[config.mk]
export PLATFORM = sky130hd
export DESIGN_NAME = tcw_rowsplit
export DESIGN_NICKNAME = d
export VERILOG_FILES = /design/src/rtl/core/tcw_pkg.sv /design/src/rtl/core/tcw_rowsplit.sv
export SDC_FILE = /design/constraint.sdc
export NUM_CORES = 1
export LEC_CHECK = 0
export ABC_AREA = 1
export ABC_CLOCK_PERIOD_IN_PS = 2620
export BUFFER_PORTS_ARGS = -buffer_cell sky130_fd_sc_hd__buf_2
export CAP_MARGIN = 20
export CORE_ASPECT_RATIO = 0.5
export CORE_UTILIZATION = 54
export DETAILED_ROUTE_END_ITERATION = 12
export PLACE_DENSITY = 0.74
export SLEW_MARGIN = 20
export SYNTH_ARGS = -nofsm -noshare
export SYNTH_HDL_FRONTEND = slang
export SYNTH_SLANG_ARGS = --single-unit
[constraint.sdc]
create_clock -name i_clk -period 2.62 [get_ports i_clk]
set_input_delay 0.262 -clock i_clk [delete_from_list [all_inputs] [get_ports i_clk]]
set_output_delay 0.262 -clock i_clk [all_outputs]
set_load 0.005 [all_outputs]
[src/rtl/core/tcw_pkg.sv]
`timescale 1ns / 1ps
`default_nettype none

package tcw_pkg;

    // screen geometry
    localparam int COLUMNS   = 80;
    localparam int ROWS      = 25;
    localparam int CELLS     = COLUMNS * ROWS;
    localparam int LAST_CELL = CELLS - 1;
    localparam int SCROLL_AT = COLUMNS * (ROWS - 1);

    // widths
    localparam int ADDR_W = $clog2(CELLS);
    localparam int CW     = ADDR_W + 1;
    localparam int MODE_W = 3;
    localparam int CHAR_W = 8;
    localparam int COL_W  = 7;
    localparam int ROW_W  = 5;
    localparam int POS_W  = 11;
    localparam int CELL_W = 16;
    localparam int CFG_IDX_W  = 3;
    localparam int CFG_DATA_W = 8;

    // width of column + row * COLUMNS before saturation
    localparam int PIN_W = $clog2((2 ** COL_W - 1) + (2 ** ROW_W - 1) * COLUMNS + 1);
    localparam int PW    = ((PIN_W > CW) ? PIN_W : CW) + 1;

    // reciprocal for the row split: quotient is low by at most one
    localparam int SPLIT_SH = ADDR_W + 1;
    localparam int SPLIT_K  = (2 ** SPLIT_SH) / COLUMNS;
    localparam int K_W      = ADDR_W + 2;
    localparam int PROD_W   = ADDR_W + K_W;
    localparam int Q_W      = PROD_W - SPLIT_SH;

    // cell and control codes
    localparam logic [CELL_W-1:0] BLANK   = 16'h0f20;
    localparam logic [CHAR_W-1:0] CODE_BS = 8'h08;
    localparam logic [CHAR_W-1:0] CODE_NL = 8'h0a;
    localparam logic [CHAR_W-1:0] CODE_CR = 8'h0d;

    // operation modes
    localparam logic [MODE_W-1:0] MODE_CHAR  = 3'd0;
    localparam logic [MODE_W-1:0] MODE_AT    = 3'd1;
    localparam logic [MODE_W-1:0] MODE_SET   = 3'd2;
    localparam logic [MODE_W-1:0] MODE_CLEAR = 3'd3;
    localparam logic [MODE_W-1:0] MODE_READ  = 3'd4;

    // register indexes
    localparam logic [CFG_IDX_W-1:0] CFG_TEXT_COLOR    = 3'd0;
    localparam logic [CFG_IDX_W-1:0] CFG_CURSOR_FOLLOW = 3'd1;
    localparam logic [CFG_IDX_W-1:0] CFG_LEFT_CODE     = 3'd2;
    localparam logic [CFG_IDX_W-1:0] CFG_RIGHT_CODE    = 3'd3;
    localparam logic [CFG_IDX_W-1:0] CFG_UP_CODE       = 3'd4;
    localparam logic [CFG_IDX_W-1:0] CFG_DOWN_CODE     = 3'd5;

    typedef struct packed {
        logic [MODE_W-1:0] mode;
        logic [CHAR_W-1:0] char_code;
        logic [COL_W-1:0]  column;
        logic [ROW_W-1:0]  row;
    } t_in;

    typedef struct packed {
        logic [POS_W-1:0]  cursor_pos;
        logic [POS_W-1:0]  hw_cursor_pos;
        logic [CELL_W-1:0] cell_value;
        logic              scrolled;
    } t_out;

    typedef struct packed {
        logic [7:0]        text_color;
        logic              cursor_follow;
        logic [CHAR_W-1:0] left_code;
        logic [CHAR_W-1:0] right_code;
        logic [CHAR_W-1:0] up_code;
        logic [CHAR_W-1:0] down_code;
    } t_cfg;

    typedef struct packed {
        logic [ADDR_W-1:0] cursor;
        logic              we;
        logic [ADDR_W-1:0] waddr;
        logic [CELL_W-1:0] wdata;
        logic [CELL_W-1:0] cell_val;
        logic              scroll;
    } t_char_res;

endpackage

`default_nettype wire

[src/rtl/core/tcw_rowsplit.sv]
`timescale 1ns / 1ps
`default_nettype none

module tcw_rowsplit import tcw_pkg::*; (
    input  wire logic              i_clk,
    input  wire logic [ADDR_W-1:0] i_idx,
    output logic      [ADDR_W-1:0] o_row_start
);

    logic [PROD_W-1:0] prod;
    logic [ADDR_W-1:0] r_idx;
    logic [Q_W-1:0]    r_quot;
    logic [CW-1:0]     base;
    logic [CW-1:0]     rem;
    logic [CW-1:0]     start;

    // quotient estimate by reciprocal multiply, registered
    assign prod = PROD_W'(i_idx) * PROD_W'(SPLIT_K);

    always_ff @(posedge i_clk) begin
        r_idx  <= i_idx;
        r_quot <= prod[PROD_W-1:SPLIT_SH];
    end

    // one correction step when the estimate is one row short
    always_comb begin
        base  = CW'(r_quot) * CW'(COLUMNS);
        rem   = CW'(r_idx) - base;
        start = (rem >= CW'(COLUMNS)) ? base + CW'(COLUMNS) : base;
    end

    assign o_row_start = start[ADDR_W-1:0];

endmodule

`default_nettype wire

Word-level counts from Yosys, hierarchy flattened
Cells that the tools add are included.

operators by class
  mux-type cells = 1
  order comparisons = 1
  $add $sub $neg = 2
  $mul = 2

operator list
  cell                   count
  $mul 11x6->17 const B  1
  $ge 12x7->1 const B    1
  $sub 11x12->12         1
  $add 11x7->11 const B  1
  $mux 11                1
  $mul 5x3->8 const B    1

word-level totals
  word-level logic and storage cells = 8
  flip-flop bits (word level) = 16
  output and inout bits = 11

Logic depth before layout (Yosys ltp)
Gate-level depths: netlist of run 1.

  word-level depth = 4
  mapped depth = 17
  gate-level depth less buffers = 17

Least setup slack after synthesis of run 1
Ideal clock, no wire load.

  kind = reg2out
  start point = reg r_quot[1]
  end point = out o_row_start[7]
  path buffers = 0
  arrival time = 2622 ps
  setup slack = -264 ps
  cell stages (with the launch flop) = 16
  data required time = 2358 ps
  path through = dfxtp_1 ha_1 ha_1 fa_1 inv_1 ha_1 nand2_1 inv_1 a21oi_1 nand3_1 nand2_2 nand3_4 nor2_8 nand2_4 nand2_1 nand2_1

on the way
  longest elaborated chain between the ends = 4
  elaborated cells between the ends (all ways) = 5
  those cells by class = add/sub: 2; mul: 1; order compare: 1; mux: 1

ends and longest elaborated chain
  item                      line                RTL
  start: declaration        tcw_rowsplit.sv:12  logic [Q_W-1:0] r_quot;
  start signal: assignment  tcw_rowsplit.sv:22  r_quot <= prod[PROD_W-1:SPLIT_SH];
  $mul 5x3->8 (*)           tcw_rowsplit.sv:27  base = CW'(r_quot) * CW'(COLUMNS);
  $sub 11x12->12            tcw_rowsplit.sv:28  rem = CW'(r_idx) - base;
  $ge 12x7->1               tcw_rowsplit.sv:29  start = (rem >= CW'(COLUMNS)) ? base + CW'(COLUMNS) : base;
  $mux 11 (*)               tcw_rowsplit.sv:29
  end: declaration          tcw_rowsplit.sv:7   output logic [ADDR_W-1:0] o_row_start

Every way passes the cells marked *; elsewhere a longest branch is shown, timed or not.

Worst setup path in the final report of run 1
  start point = reg r_quot[2]
  end point = out o_row_start[7]

The elaborated chain is that of the path after synthesis.

==> results of run 1 <==
cell families after synthesis:
kind of cell,share of synthesized area (%)
fa+ha+maj,41.88
flops,11.02
simple gates,22.20
other cells,0.1720
buf+inv,12.85
compound gates,7.057
xor+xnor,4.820
per-layer routing:
metal	vias up	global-route usage (%)	part of all wire, %
met1	947	27.94	40
met5	-	0	0
met4	0	17.19	5.1
met2	83	54.18	52
li1	978	-	-
met3	36	1.456	3.0
stage by stage:
stage | util (%) | cells | power (mW) | TNS (ns)
6_report | 83.20 | 384 | 4.069 | -3.638
5_1_grt | 83.20 | 384 | 4.446 | -5.391
4_1_cts | 77.87 | 384 | 3.753 | -3.466
3_5_place_dp | 72.41 | 376 | 3.404 | -3.691
3_3_place_gp | 72.41 | 376 | 3.306 | -3.066
2_1_floorplan | - | 285 | 2.544 | -0.4435
area by class of cell:
type | instances | area [um^2] | area share, %
well taps | 51 | 63.81 | 2.107
flip-flops and latches | 12 | 245.2 | 8.096
clock buffers | 4 | 55.05 | 1.817
repair buffers | 48 | 379.1 | 12.52
multi-input cells | 203 | 2033 | 67.12
inverters | 66 | 252.7 | 8.344
registers in the layout (all words and copies together), names as in the netlist:
| name | flops |
|---|---|
| r_quot | 5 |
| r_idx | 7 |
cells in the mapped netlist (2+ instances only):
| master | instances | share of area [%] |
|---|---|---|
| sky130_fd_sc_hd__buf_4 | 4 | 1.4 |
| sky130_fd_sc_hd__dfxtp_1 | 12 | 11 |
| sky130_fd_sc_hd__nand3_1 | 14 | 3.2 |
| sky130_fd_sc_hd__fa_1 | 15 | 14 |
| sky130_fd_sc_hd__nor2_1 | 6 | 1.0 |
| sky130_fd_sc_hd__ha_1 | 49 | 28 |
| sky130_fd_sc_hd__xor2_1 | 9 | 3.6 |
| sky130_fd_sc_hd__nand3b_1 | 3 | 1.0 |
| sky130_fd_sc_hd__nand4_1 | 2 | 0.57 |
| sky130_fd_sc_hd__o21a_1 | 2 | 0.69 |
| sky130_fd_sc_hd__o21ai_0 | 4 | 0.92 |
| sky130_fd_sc_hd__o21bai_1 | 3 | 1.0 |
| sky130_fd_sc_hd__nand2_1 | 54 | 9.3 |
| sky130_fd_sc_hd__a21oi_1 | 16 | 3.7 |
| sky130_fd_sc_hd__inv_1 | 62 | 11 |
| sky130_fd_sc_hd__inv_2 | 3 | 0.52 |
| sky130_fd_sc_hd__xnor2_1 | 3 | 1.2 |
| sky130_fd_sc_hd__nand2_4 | 3 | 1.5 |
| sky130_fd_sc_hd__nand2_2 | 8 | 2.3 |
worst max path at each step:
stage | to | cells past startpoint
4_1_cts | o_row_start[7] | 17
6_report | o_row_start[7] | 17
3_3_place_gp | r_quot[2] | 13
2_1_floorplan | o_row_start[10] | 16
3_5_place_dp | r_quot[2] | 13
5_1_grt | o_row_start[6] | 17
what timing repair did:
item	CTS	global route
resized for setup	15	52
pin swaps	21	32
hold endpoints to repair	0	0
setup buffers	4	0
endpoints found under the setup margin	12	12
cloned	0	0
where the power goes:
part           switching [mW]  internal (mW)
combinational            1.98           1.62
clock                  0.0672          0.133
sequential             0.0401          0.233
==> flow_results.xml, run 1 <==
<?xml version="1.0" encoding="UTF-8"?>
<metrics>
  <group name="detailed_routing">
    <metric name="post_route_drc_violation_count" unit="">0</metric>
    <metric name="first_pass_iters" unit="">4</metric>
    <metric name="dr_total_vias" unit="">2044</metric>
    <metric name="drt_wl_total" unit="mm">6.265</metric>
    <metric name="detail_route.vias_per_cell" unit="">5.323</metric>
    <metric name="detail_route.wl_per_cell" unit="um">16.32</metric>
    <metric name="drtIter0Drc" unit="">54</metric>
    <metric name="final_antenna_net_count" unit="">0</metric>
  </group>
  <group name="logic_synthesis">
    <metric name="syn_area" unit="um^2">2181</metric>
    <metric name="synth.yosys.warnings" unit="">0</metric>
    <metric name="synth_enable_flop_cells" unit="">0</metric>
    <metric name="post_synth_inst_count" unit="">282</metric>
    <metric name="synth.lib_cells_used.distinct" unit="">29</metric>
    <metric name="sequential_share_of_the_synthesized_area" unit="%">11.02</metric>
    <metric name="postSynth.topFlopCell" unit="">sky130_fd_sc_hd__dfxtp_1</metric>
    <metric name="synth.avg_cell_area" unit="um^2">7.733</metric>
    <metric name="async_flop_share" unit="%">0</metric>
    <metric name="ys_seq_elements" unit="">12</metric>
  </group>
  <group name="timing">
    <metric name="fmax" unit="MHz">319.1</metric>
    <metric name="finalHoldViolations" unit="">0</metric>
    <metric name="post-route-worst-setup-slack" unit="ns">-0.5138</metric>
    <metric name="hold-worst-slack" unit="ns">0.1436</metric>
    <metric name="setup_repair_after_global_routing_missed_its_margin" unit="">true</metric>
    <metric name="final-max-slew-violation-count" unit="">0</metric>
    <metric name="setup_viol" unit="">9</metric>
    <metric name="final_worst_path_period_share" unit="%">119.6</metric>
    <metric name="finalWorstPathRequiredPeriod" unit="ns">3.134</metric>
  </group>
  <group name="critical_path">
    <metric name="worstPathMaxFanout" unit="">8</metric>
    <metric name="critPathSlowestCell" unit="">sky130_fd_sc_hd__fa_1</metric>
    <metric name="crit_path_end_kind" unit="">output port</metric>
    <metric name="critPathTopFamily" unit="">adder cells</metric>
    <metric name="critical_path_class" unit="">flop to output port</metric>
    <metric name="timing.critical_path.from_type" unit="">flop</metric>
    <metric name="worstPathCellList" unit="">ha_2 &gt; ha_4 &gt; fa_1 &gt; inv_2 &gt; ha_4 &gt; nand2_2 &gt; inv_2 &gt; nand4_1 &gt; nand2_1 &gt; nand2_1 &gt; nand2_2 &gt; nand3_4 &gt; nor2_8 &gt; nand2_4 &gt; nand2_1 &gt; nand2_1 &gt; buf_2</metric>
    <metric name="worst-path-buf-inv" unit="">3</metric>
    <metric name="critical_path_arrival" unit="ns">2.87</metric>
    <metric name="cpPeakStageDelay" unit="ns">0.51</metric>
    <metric name="worst_setup_startpoint" unit="">r_quot[2]</metric>
    <metric name="path_common_cell" unit="">sky130_fd_sc_hd__nand2_1</metric>
    <metric name="worst_ep_required_time" unit="ns">2.36</metric>
  </group>
  <group name="pwr">
    <metric name="power.leakage" unit="nW">1.560</metric>
    <metric name="power.density" unit="nW/um^2">1343</metric>
    <metric name="worst_vdd_rail_ir_drop" unit="mV">0.6242</metric>
  </group>
  <group name="die">
    <metric name="core-area" unit="um^2">3641</metric>
    <metric name="floorplan.initialDensity" unit="%">59.90</metric>
    <metric name="top_level_ports" unit="">23</metric>
    <metric name="chipWidth" unit="um">91.88</metric>
    <metric name="die-height" unit="um">46.94</metric>
    <metric name="num_rows" unit="">15</metric>
    <metric name="die_outline_area" unit="um^2">4312</metric>
  </group>
  <group name="finish">
    <metric name="area_delta_synth_final" unit="%">38.90</metric>
    <metric name="filler_cell_count" unit="">210</metric>
    <metric name="final_layout_size_suffix_gt1_share" unit="%">39.04</metric>
    <metric name="fin_area" unit="um^2">3029</metric>
    <metric name="most_frequent_standard_cell_in_the_layout_excluding_fill_and_tap_cells" unit="">sky130_fd_sc_hd__nand2_1</metric>
    <metric name="nNetsFinal" unit="">410</metric>
    <metric name="final_cell_mix" unit="">sky130_fd_sc_hd__nand2_1 (50), sky130_fd_sc_hd__inv_1 (48), sky130_fd_sc_hd__buf_4 (31), sky130_fd_sc_hd__ha_1 (28), sky130_fd_sc_hd__ha_4 (20)</metric>
    <metric name="n_antenna_cell" unit="">0</metric>
  </group>
  <group name="cts">
    <metric name="tritoncts_clock_tree" unit="">built</metric>
    <metric name="clock_buffer_count_from_cts" unit="">3</metric>
    <metric name="ctsHoldBuffers" unit="">0</metric>
    <metric name="cts.sink_count" unit="">12</metric>
    <metric name="max-clock-path-buffers" unit="">2</metric>
    <metric name="max_h_tree_level" unit="">1</metric>
    <metric name="root_buffer" unit="">sky130_fd_sc_hd__clkbuf_8</metric>
    <metric name="clkSlewWorstSetupHoldPaths" unit="ns">0.05</metric>
  </group>
  <group name="worst_hold_path">
    <metric name="worst_hold_path_type" unit="">input port to flop</metric>
    <metric name="holdCritStartpoint" unit="">i_idx[6]</metric>
    <metric name="hold_depth" unit="">1</metric>
    <metric name="worst_case_hold_path_end_point" unit="">r_idx[6]</metric>
  </group>
  <group name="placed_design">
    <metric name="final_weighted_congestion_of_routability_driven_global_placement" unit="">0.8533</metric>
    <metric name="placedInstanceArea" unit="um^2">2636</metric>
    <metric name="port_buffers" unit="">18</metric>
    <metric name="detailed_place_hpwl" unit="mm">4.070</metric>
    <metric name="place_ws" unit="ns">-0.3407</metric>
  </group>
  <group name="global_route">
    <metric name="number_of_antenna_violations_at_the_first_check_in_global_routing" unit="">0</metric>
    <metric name="grt.total_usage" unit="%">26.14</metric>
    <metric name="overflow" unit="">0</metric>
    <metric name="first_global_vias" unit="">1925</metric>
    <metric name="global_route_wire_length_before_repair" unit="mm">8.445</metric>
    <metric name="grt_start_max_net_pins" unit="">9</metric>
  </group>
  <group name="run_status">
    <metric name="violations" unit="">setup timing</metric>
    <metric name="outcome" unit="">complete, but fails checks</metric>
  </group>
  <group name="flow_run">
    <metric name="cap_violations" unit="">0</metric>
  </group>
</metrics>
No activity file was read; power rests on OpenSTA's default activity.
==> inputs of run 2 (changes only) <==
--- a/config.mk
+++ b/config.mk
@@ -13,6 +13,8 @@
 export CORE_UTILIZATION = 54
 export DETAILED_ROUTE_END_ITERATION = 12
 export PLACE_DENSITY = 0.74
+export REMOVE_ABC_BUFFERS = 1
+export SKIP_LAST_GASP = 1
 export SLEW_MARGIN = 20
 export SYNTH_ARGS = -nofsm -noshare
 export SYNTH_HDL_FRONTEND = slang
==> run 2 against run 1 <==
The run still ends with setup timing left. First-iteration DRC count rose by 24%. Cell area barely moved. Core utilization fell by 0.069 points. Clock-buffer cell count fell by 1. Clock power fell by 22%. Power rose by 3.0%. Critical endpoint is now o_row_start[5]. Highest routed layer unchanged.
==> flow_results.xml, run 2 (synthesis results as in run 1) <==
<?xml version="1.0" encoding="UTF-8"?>
<metrics>
  <group name="run_status">
    <metric name="outcome" unit="">complete, but fails checks</metric>
    <metric name="violations" unit="">setup timing</metric>
  </group>
  <group name="placed_design">
    <metric name="final_weighted_congestion_of_routability_driven_global_placement" unit="">0.8361</metric>
    <metric name="placedInstanceArea" unit="um^2">2534</metric>
    <metric name="detailed_place_hpwl" unit="mm">3.866</metric>
    <metric name="port_buffers" unit="">18</metric>
  </group>
  <group name="die">
    <metric name="die-height" unit="um">46.94</metric>
    <metric name="chipWidth" unit="um">91.88</metric>
    <metric name="die_outline_area" unit="um^2">4312</metric>
    <metric name="top_level_ports" unit="">23</metric>
    <metric name="core-area" unit="um^2">3641</metric>
    <metric name="floorplan.initialDensity" unit="%">59.90</metric>
    <metric name="num_rows" unit="">15</metric>
  </group>
  <group name="finish">
    <metric name="largest_register" unit="">r_idx</metric>
    <metric name="filler_cell_count" unit="">188</metric>
    <metric name="post-route-util" unit="%">83.13</metric>
    <metric name="n_antenna_cell" unit="">0</metric>
    <metric name="fin_area" unit="um^2">3027</metric>
    <metric name="area_delta_synth_final" unit="%">38.78</metric>
    <metric name="final_cell_mix" unit="">sky130_fd_sc_hd__inv_1 (50), sky130_fd_sc_hd__nand2_1 (37), sky130_fd_sc_hd__buf_4 (37), sky130_fd_sc_hd__ha_1 (30), sky130_fd_sc_hd__nand2_2 (22)</metric>
    <metric name="largest_register_ff_count" unit="">7</metric>
    <metric name="most_frequent_standard_cell_in_the_layout_excluding_fill_and_tap_cells" unit="">sky130_fd_sc_hd__inv_1</metric>
    <metric name="nNetsFinal" unit="">414</metric>
    <metric name="final_layout_size_suffix_gt1_share" unit="%">41.96</metric>
    <metric name="largest_registers" unit="">r_idx (7), r_quot (5)</metric>
  </group>
  <group name="detailed_routing">
    <metric name="final_antenna_net_count" unit="">0</metric>
    <metric name="dr_total_vias" unit="">2070</metric>
    <metric name="drt_wl_total" unit="mm">6.077</metric>
    <metric name="detail_route.vias_per_cell" unit="">5.349</metric>
    <metric name="post_route_drc_violation_count" unit="">0</metric>
    <metric name="drtIter0Drc" unit="">67</metric>
    <metric name="first_pass_iters" unit="">4</metric>
    <metric name="detail_route.wl_per_cell" unit="um">15.70</metric>
  </group>
  <group name="critical_path">
    <metric name="timing.critical_path.from_type" unit="">flop</metric>
    <metric name="worst_ep_required_time" unit="ns">2.36</metric>
    <metric name="path_common_cell" unit="">sky130_fd_sc_hd__nand2_2</metric>
    <metric name="worstPathMaxFanout" unit="">8</metric>
    <metric name="critPathSlowestCell" unit="">sky130_fd_sc_hd__fa_1</metric>
    <metric name="cpPeakStageDelay" unit="ns">0.51</metric>
    <metric name="critical_path_class" unit="">flop to output port</metric>
    <metric name="critical_path_arrival" unit="ns">2.93</metric>
    <metric name="worstPathCellList" unit="">ha_4 &gt; ha_4 &gt; fa_1 &gt; inv_2 &gt; ha_4 &gt; nand2_2 &gt; inv_2 &gt; nand4_1 &gt; nand2_2 &gt; nand2_2 &gt; nand2_2 &gt; nand3_4 &gt; nor2_8 &gt; nand2_8 &gt; nand2_2 &gt; nand2_1 &gt; buf_2</metric>
    <metric name="crit_path_end_kind" unit="">output port</metric>
  </group>
  <group name="cts">
    <metric name="clock_buffer_count_from_cts" unit="">3</metric>
    <metric name="clkSlewWorstSetupHoldPaths" unit="ns">0.05</metric>
    <metric name="max-clock-path-buffers" unit="">2</metric>
    <metric name="cts.sink_count" unit="">12</metric>
    <metric name="max_h_tree_level" unit="">1</metric>
    <metric name="root_buffer" unit="">sky130_fd_sc_hd__clkbuf_8</metric>
    <metric name="tritoncts_clock_tree" unit="">built</metric>
  </group>
  <group name="timing">
    <metric name="finalHoldViolations" unit="">0</metric>
    <metric name="setup_repair_after_global_routing_missed_its_margin" unit="">true</metric>
    <metric name="final-max-slew-violation-count" unit="">0</metric>
    <metric name="setup_viol" unit="">12</metric>
    <metric name="fmax" unit="MHz">313.5</metric>
    <metric name="post-route-worst-setup-slack" unit="ns">-0.5700</metric>
    <metric name="finalWorstPathRequiredPeriod" unit="ns">3.190</metric>
    <metric name="final_worst_path_period_share" unit="%">121.8</metric>
  </group>
  <group name="global_route">
    <metric name="grt.total_usage" unit="%">24.41</metric>
    <metric name="overflow" unit="">0</metric>
    <metric name="number_of_antenna_violations_at_the_first_check_in_global_routing" unit="">0</metric>
    <metric name="global_route_wire_length_before_repair" unit="mm">8.114</metric>
    <metric name="first_global_vias" unit="">1888</metric>
    <metric name="grt_start_max_net_pins" unit="">9</metric>
  </group>
  <group name="worst_hold_path">
    <metric name="worst_hold_path_type" unit="">input port to flop</metric>
  </group>
  <group name="flow_run">
    <metric name="cap_violations" unit="">0</metric>
  </group>
  <group name="pwr">
    <metric name="clock_network_fraction_of_design_power" unit="%">3.7</metric>
    <metric name="pwr-share-comb" unit="%">89.9</metric>
    <metric name="worst_vdd_rail_ir_drop" unit="mV">0.5632</metric>
    <metric name="power.density" unit="nW/um^2">1384</metric>
    <metric name="sequentialPowerShare" unit="%">6.3</metric>
    <metric name="power.switching" unit="mW">2.162</metric>
    <metric name="power.leakage" unit="nW">1.562</metric>
    <metric name="internal_portion_of_total_power" unit="mW">2.028</metric>
    <metric name="p_total" unit="mW">4.190</metric>
    <metric name="swShare" unit="%">51.59</metric>
  </group>
</metrics>
run 2: changes by cell type in the layout (fill, tap and decap cells not counted), sizes merged:
cell,delta
buf,+4
inv,-1
clkbuf,-1
clkinv,+1
run 2: per-layer routing:
layer,global-route usage (%),wire (um),vias up
met5,0,0,-
met4,8.438,289,0
met3,1.456,234,32
met2,51.04,3142,83
met1,28.15,2411,966
li1,-,-,989
run 2: final cells by class:
cell class	instances	area (um^2)	area share (%)
Multi-Input combinational cell	203	2046	67.59
Clock buffer	3	41.29	1.364
Timing Repair Buffer	52	375.4	12.40
Inverter	66	257.7	8.516
Sequential cell	12	242.7	8.020
Tap cell	51	63.81	2.108
run 2: final timing paths:
check                     start             end  slack [ns]  cells after the start
worst max-delay path  r_quot[3]  o_row_start[5]       -0.57                     17
worst min-delay path   i_idx[5]        r_idx[5]        0.19                      1
run 2: critical path, delay by kind of cell, from the launching register on:
family / cells / cell delay (ns)
buffers and inverters: 3 / 0.25
flip-flops: 1 / 0.33
adder cells (fa/ha/maj): 4 / 1.18
AND/OR/NAND/NOR: 10 / 0.92
run 2: through the flow:
stage / TNS [ns] / hold slack [ns] / setup WS [ns] / cells
final: -4.253 / 0.1890 / -0.5700 / 387
after global routing: -5.543 / 0.1864 / -0.7189 / 387
after CTS: -3.828 / 0.1967 / -0.5661 / 385
after detailed placement: -5.670 / 0.4091 / -0.5261 / 379
after global placement: -4.689 / 0.4036 / -0.4479 / 379
after floorplan: -2.165 / 0.2897 / -0.2637 / 281
run 2: power by group through the flow:
| stage | clock (mW) | sequential [mW] | combinational (mW) |
|---|---|---|---|
| after floorplan | 0 | 0.259 | 2.06 |
| after global placement | 0 | 0.252 | 2.85 |
| after detailed placement | 0 | 0.251 | 2.96 |
| after CTS | 0.157 | 0.260 | 3.30 |
| after global routing | 0.166 | 0.271 | 4.12 |
| final | 0.156 | 0.266 | 3.77 |
run 2: timing repair:
action	4_1_cts	5_1_grt
buffers inserted	3	2
pin swaps	30	47
hold buffers	0	0
endpoints found under the setup margin	12	12
resized for setup	33	58
==> inputs of run 3 (changes only) <==
--- a/config.mk
+++ b/config.mk
@@ -11,8 +11,9 @@
 export CAP_MARGIN = 20
 export CORE_ASPECT_RATIO = 0.5
 export CORE_UTILIZATION = 54
+export CTS_CLUSTER_DIAMETER = 40
 export DETAILED_ROUTE_END_ITERATION = 12
-export PLACE_DENSITY = 0.74
+export PLACE_DENSITY = 0.77
 export REMOVE_ABC_BUFFERS = 1
 export SKIP_LAST_GASP = 1
 export SLEW_MARGIN = 20
==> run 3 against run 2 <==
The run still ends with setup timing left. Combinational power increased by 3%. Cell area grew 0.29%. Sequential cell count is the same. Clock power increased by 6%. Routed wire length up 21%. Sequential power is 2% higher.
==> flow_results.xml, run 3 (synthesis results as in run 1) <==
<?xml version="1.0" encoding="UTF-8"?>
<metrics>
  <group name="run_status">
    <metric name="outcome" unit="">complete, but fails checks</metric>
    <metric name="violations" unit="">setup timing</metric>
  </group>
  <group name="cts">
    <metric name="root_buffer" unit="">sky130_fd_sc_hd__clkbuf_8</metric>
    <metric name="ctsHoldBuffers" unit="">0</metric>
    <metric name="tritoncts_clock_tree" unit="">built</metric>
    <metric name="cts.sink_count" unit="">12</metric>
    <metric name="clock_buffer_count_from_cts" unit="">3</metric>
    <metric name="max-clock-path-buffers" unit="">2</metric>
    <metric name="max_h_tree_level" unit="">1</metric>
    <metric name="clkSlewWorstSetupHoldPaths" unit="ns">0.05</metric>
  </group>
  <group name="finish">
    <metric name="largest_register" unit="">r_idx</metric>
    <metric name="layout.area.seq" unit="um^2">242.7</metric>
    <metric name="area_delta_synth_final" unit="%">39.19</metric>
    <metric name="multi_input_logic_area" unit="um^2">2019</metric>
    <metric name="largest_register_ff_count" unit="">7</metric>
    <metric name="n_antenna_cell" unit="">0</metric>
    <metric name="final_layout_size_suffix_gt1_share" unit="%">40.36</metric>
    <metric name="final_cell_count_no_fill" unit="">388</metric>
    <metric name="fin_area" unit="um^2">3035</metric>
    <metric name="final_cell_mix" unit="">sky130_fd_sc_hd__inv_1 (48), sky130_fd_sc_hd__nand2_1 (46), sky130_fd_sc_hd__buf_4 (34), sky130_fd_sc_hd__ha_1 (29), sky130_fd_sc_hd__ha_4 (19)</metric>
    <metric name="filler_cell_count" unit="">185</metric>
    <metric name="largest_registers" unit="">r_idx (7), r_quot (5)</metric>
    <metric name="most_frequent_standard_cell_in_the_layout_excluding_fill_and_tap_cells" unit="">sky130_fd_sc_hd__inv_1</metric>
    <metric name="nNetsFinal" unit="">415</metric>
  </group>
  <group name="detailed_routing">
    <metric name="final_antenna_net_count" unit="">0</metric>
    <metric name="first_pass_iters" unit="">5</metric>
    <metric name="drtIter0Drc" unit="">179</metric>
    <metric name="detail_route.wl_per_cell" unit="um">18.98</metric>
    <metric name="drt_wl_total" unit="mm">7.365</metric>
    <metric name="detail_route.vias_per_cell" unit="">5.871</metric>
    <metric name="dr_total_vias" unit="">2278</metric>
    <metric name="post_route_drc_violation_count" unit="">0</metric>
  </group>
  <group name="global_route">
    <metric name="global_route_wire_length_before_repair" unit="mm">9.149</metric>
    <metric name="grt.total_usage" unit="%">28.55</metric>
    <metric name="grt_start_max_net_pins" unit="">9</metric>
    <metric name="overflow" unit="">0</metric>
    <metric name="first_global_vias" unit="">1976</metric>
    <metric name="number_of_antenna_violations_at_the_first_check_in_global_routing" unit="">0</metric>
  </group>
  <group name="critical_path">
    <metric name="critical_path_arrival" unit="ns">3.07</metric>
    <metric name="critical_path_class" unit="">flop to output port</metric>
    <metric name="cpPeakStageDelay" unit="ns">0.55</metric>
    <metric name="crit_path_end_kind" unit="">output port</metric>
    <metric name="worst_setup_startpoint" unit="">r_quot[1]</metric>
    <metric name="timing.critical_path.from_type" unit="">flop</metric>
    <metric name="path_common_cell" unit="">sky130_fd_sc_hd__nand2_1</metric>
    <metric name="critPathSlowestCell" unit="">sky130_fd_sc_hd__fa_1</metric>
    <metric name="worst_ep_required_time" unit="ns">2.36</metric>
    <metric name="worstPathCellList" unit="">ha_4 &gt; ha_4 &gt; fa_1 &gt; inv_2 &gt; ha_4 &gt; nand2_2 &gt; inv_2 &gt; nand4_1 &gt; nand2_1 &gt; nand2_1 &gt; nand2_1 &gt; nand2_1 &gt; nand2_2 &gt; clkinv_4 &gt; nand2_8 &gt; nand2_1 &gt; nand2_1 &gt; buf_2</metric>
    <metric name="worstPathMaxFanout" unit="">8</metric>
  </group>
  <group name="worst_hold_path">
    <metric name="hold_depth" unit="">1</metric>
    <metric name="worst_hold_path_type" unit="">input port to flop</metric>
    <metric name="worst_case_hold_path_end_point" unit="">r_idx[6]</metric>
    <metric name="holdCritStartpoint" unit="">i_idx[6]</metric>
  </group>
  <group name="pwr">
    <metric name="swShare" unit="%">53.63</metric>
    <metric name="pwr-share-comb" unit="%">90.0</metric>
    <metric name="sequentialPowerShare" unit="%">6.2</metric>
    <metric name="p_total" unit="mW">4.332</metric>
    <metric name="power.density" unit="nW/um^2">1427</metric>
    <metric name="clock_network_fraction_of_design_power" unit="%">3.8</metric>
    <metric name="power.leakage" unit="nW">1.563</metric>
    <metric name="worst_vdd_rail_ir_drop" unit="mV">0.6179</metric>
    <metric name="power.switching" unit="mW">2.323</metric>
    <metric name="internal_portion_of_total_power" unit="mW">2.009</metric>
  </group>
  <group name="placed_design">
    <metric name="detailed_place_hpwl" unit="mm">3.771</metric>
    <metric name="placedInstanceArea" unit="um^2">2549</metric>
    <metric name="post-place-cells" unit="">381</metric>
    <metric name="port_buffers" unit="">18</metric>
    <metric name="final_weighted_congestion_of_routability_driven_global_placement" unit="">0.8164</metric>
  </group>
  <group name="die">
    <metric name="core-area" unit="um^2">3641</metric>
    <metric name="die-height" unit="um">46.94</metric>
    <metric name="floorplan.initialDensity" unit="%">59.90</metric>
    <metric name="top_level_ports" unit="">23</metric>
    <metric name="num_rows" unit="">15</metric>
    <metric name="chipWidth" unit="um">91.88</metric>
    <metric name="die_outline_area" unit="um^2">4312</metric>
  </group>
  <group name="timing">
    <metric name="final_worst_path_period_share" unit="%">127.3</metric>
    <metric name="final-max-slew-violation-count" unit="">0</metric>
    <metric name="setup_repair_after_global_routing_missed_its_margin" unit="">true</metric>
    <metric name="hold-worst-slack" unit="ns">0.1518</metric>
    <metric name="finalWorstPathRequiredPeriod" unit="ns">3.335</metric>
    <metric name="fmax" unit="MHz">299.8</metric>
    <metric name="final.setup.tns" unit="ns">-5.087</metric>
    <metric name="setup_viol" unit="">12</metric>
    <metric name="post-route-worst-setup-slack" unit="ns">-0.7154</metric>
    <metric name="finalHoldViolations" unit="">0</metric>
  </group>
  <group name="flow_run">
    <metric name="cap_violations" unit="">0</metric>
  </group>
</metrics>
[run 3: worst max-delay path by stage]
| stage | end | depth (start not counted) |
|---|---|---|
| 3_5_place_dp | o_row_start[5] | 18 |
| 4_1_cts | o_row_start[6] | 17 |
| 6_report | o_row_start[6] | 18 |
| 2_1_floorplan | o_row_start[7] | 15 |
| 3_3_place_gp | o_row_start[5] | 16 |
| 5_1_grt | o_row_start[6] | 18 |
[run 3: area by class of cell]
| class | count | share of cell area [%] |
|---|---|---|
| tap | 51 | 2.102 |
| multi-input combinational | 203 | 66.53 |
| timing repair buffer | 53 | 13.52 |
| inverter | 66 | 8.491 |
| sequential | 12 | 7.997 |
| clock buffer | 3 | 1.360 |
[run 3: timing repair]
action / 4_1_cts / 5_1_grt
gates cloned: 0 / 0
buffers inserted: 3 / 1
setup endpoints to repair: 12 / 12
resized for setup: 41 / 50
pin swaps: 34 / 39
[run 3: per-layer routing]
| layer | part of all wire (%) | track usage, % | wire length [um] |
|---|---|---|---|
| met5 | 0 | 0 | 0 |
| met1 | 37 | 31.54 | 2691 |
| met4 | 9.0 | 15.00 | 665 |
| met3 | 8.9 | 3.722 | 659 |
| met2 | 45 | 57.46 | 3349 |
[run 3: power by group through the flow]
stage | Combinational (mW) | Clock (mW) | Sequential, mW
floorplan | 2.06 | 0 | 0.259
global placement | 2.85 | 0 | 0.253
detailed placement | 2.94 | 0 | 0.253
CTS | 3.30 | 0.162 | 0.262
global route | 4.18 | 0.170 | 0.270
finish | 3.90 | 0.165 | 0.270
[run 3: critical path: cells and delay by family (launching register included)]
kind	cells	cell delay (ns)
adders and majority gates	4	1.24
buffers and inverters	4	0.37
DFF	1	0.34
and+or+nand+nor	10	0.87
[run 3: through the flow]
| step | utilization [%] | worst slack (ns) |
|---|---|---|
| after global placement | 70.00 | -0.4392 |
| final | 83.37 | -0.7154 |
| after floorplan | - | -0.2637 |
| after detailed placement | 70.00 | -0.4902 |
| after global routing | 83.37 | -0.7958 |
| after CTS | 77.84 | -0.5608 |
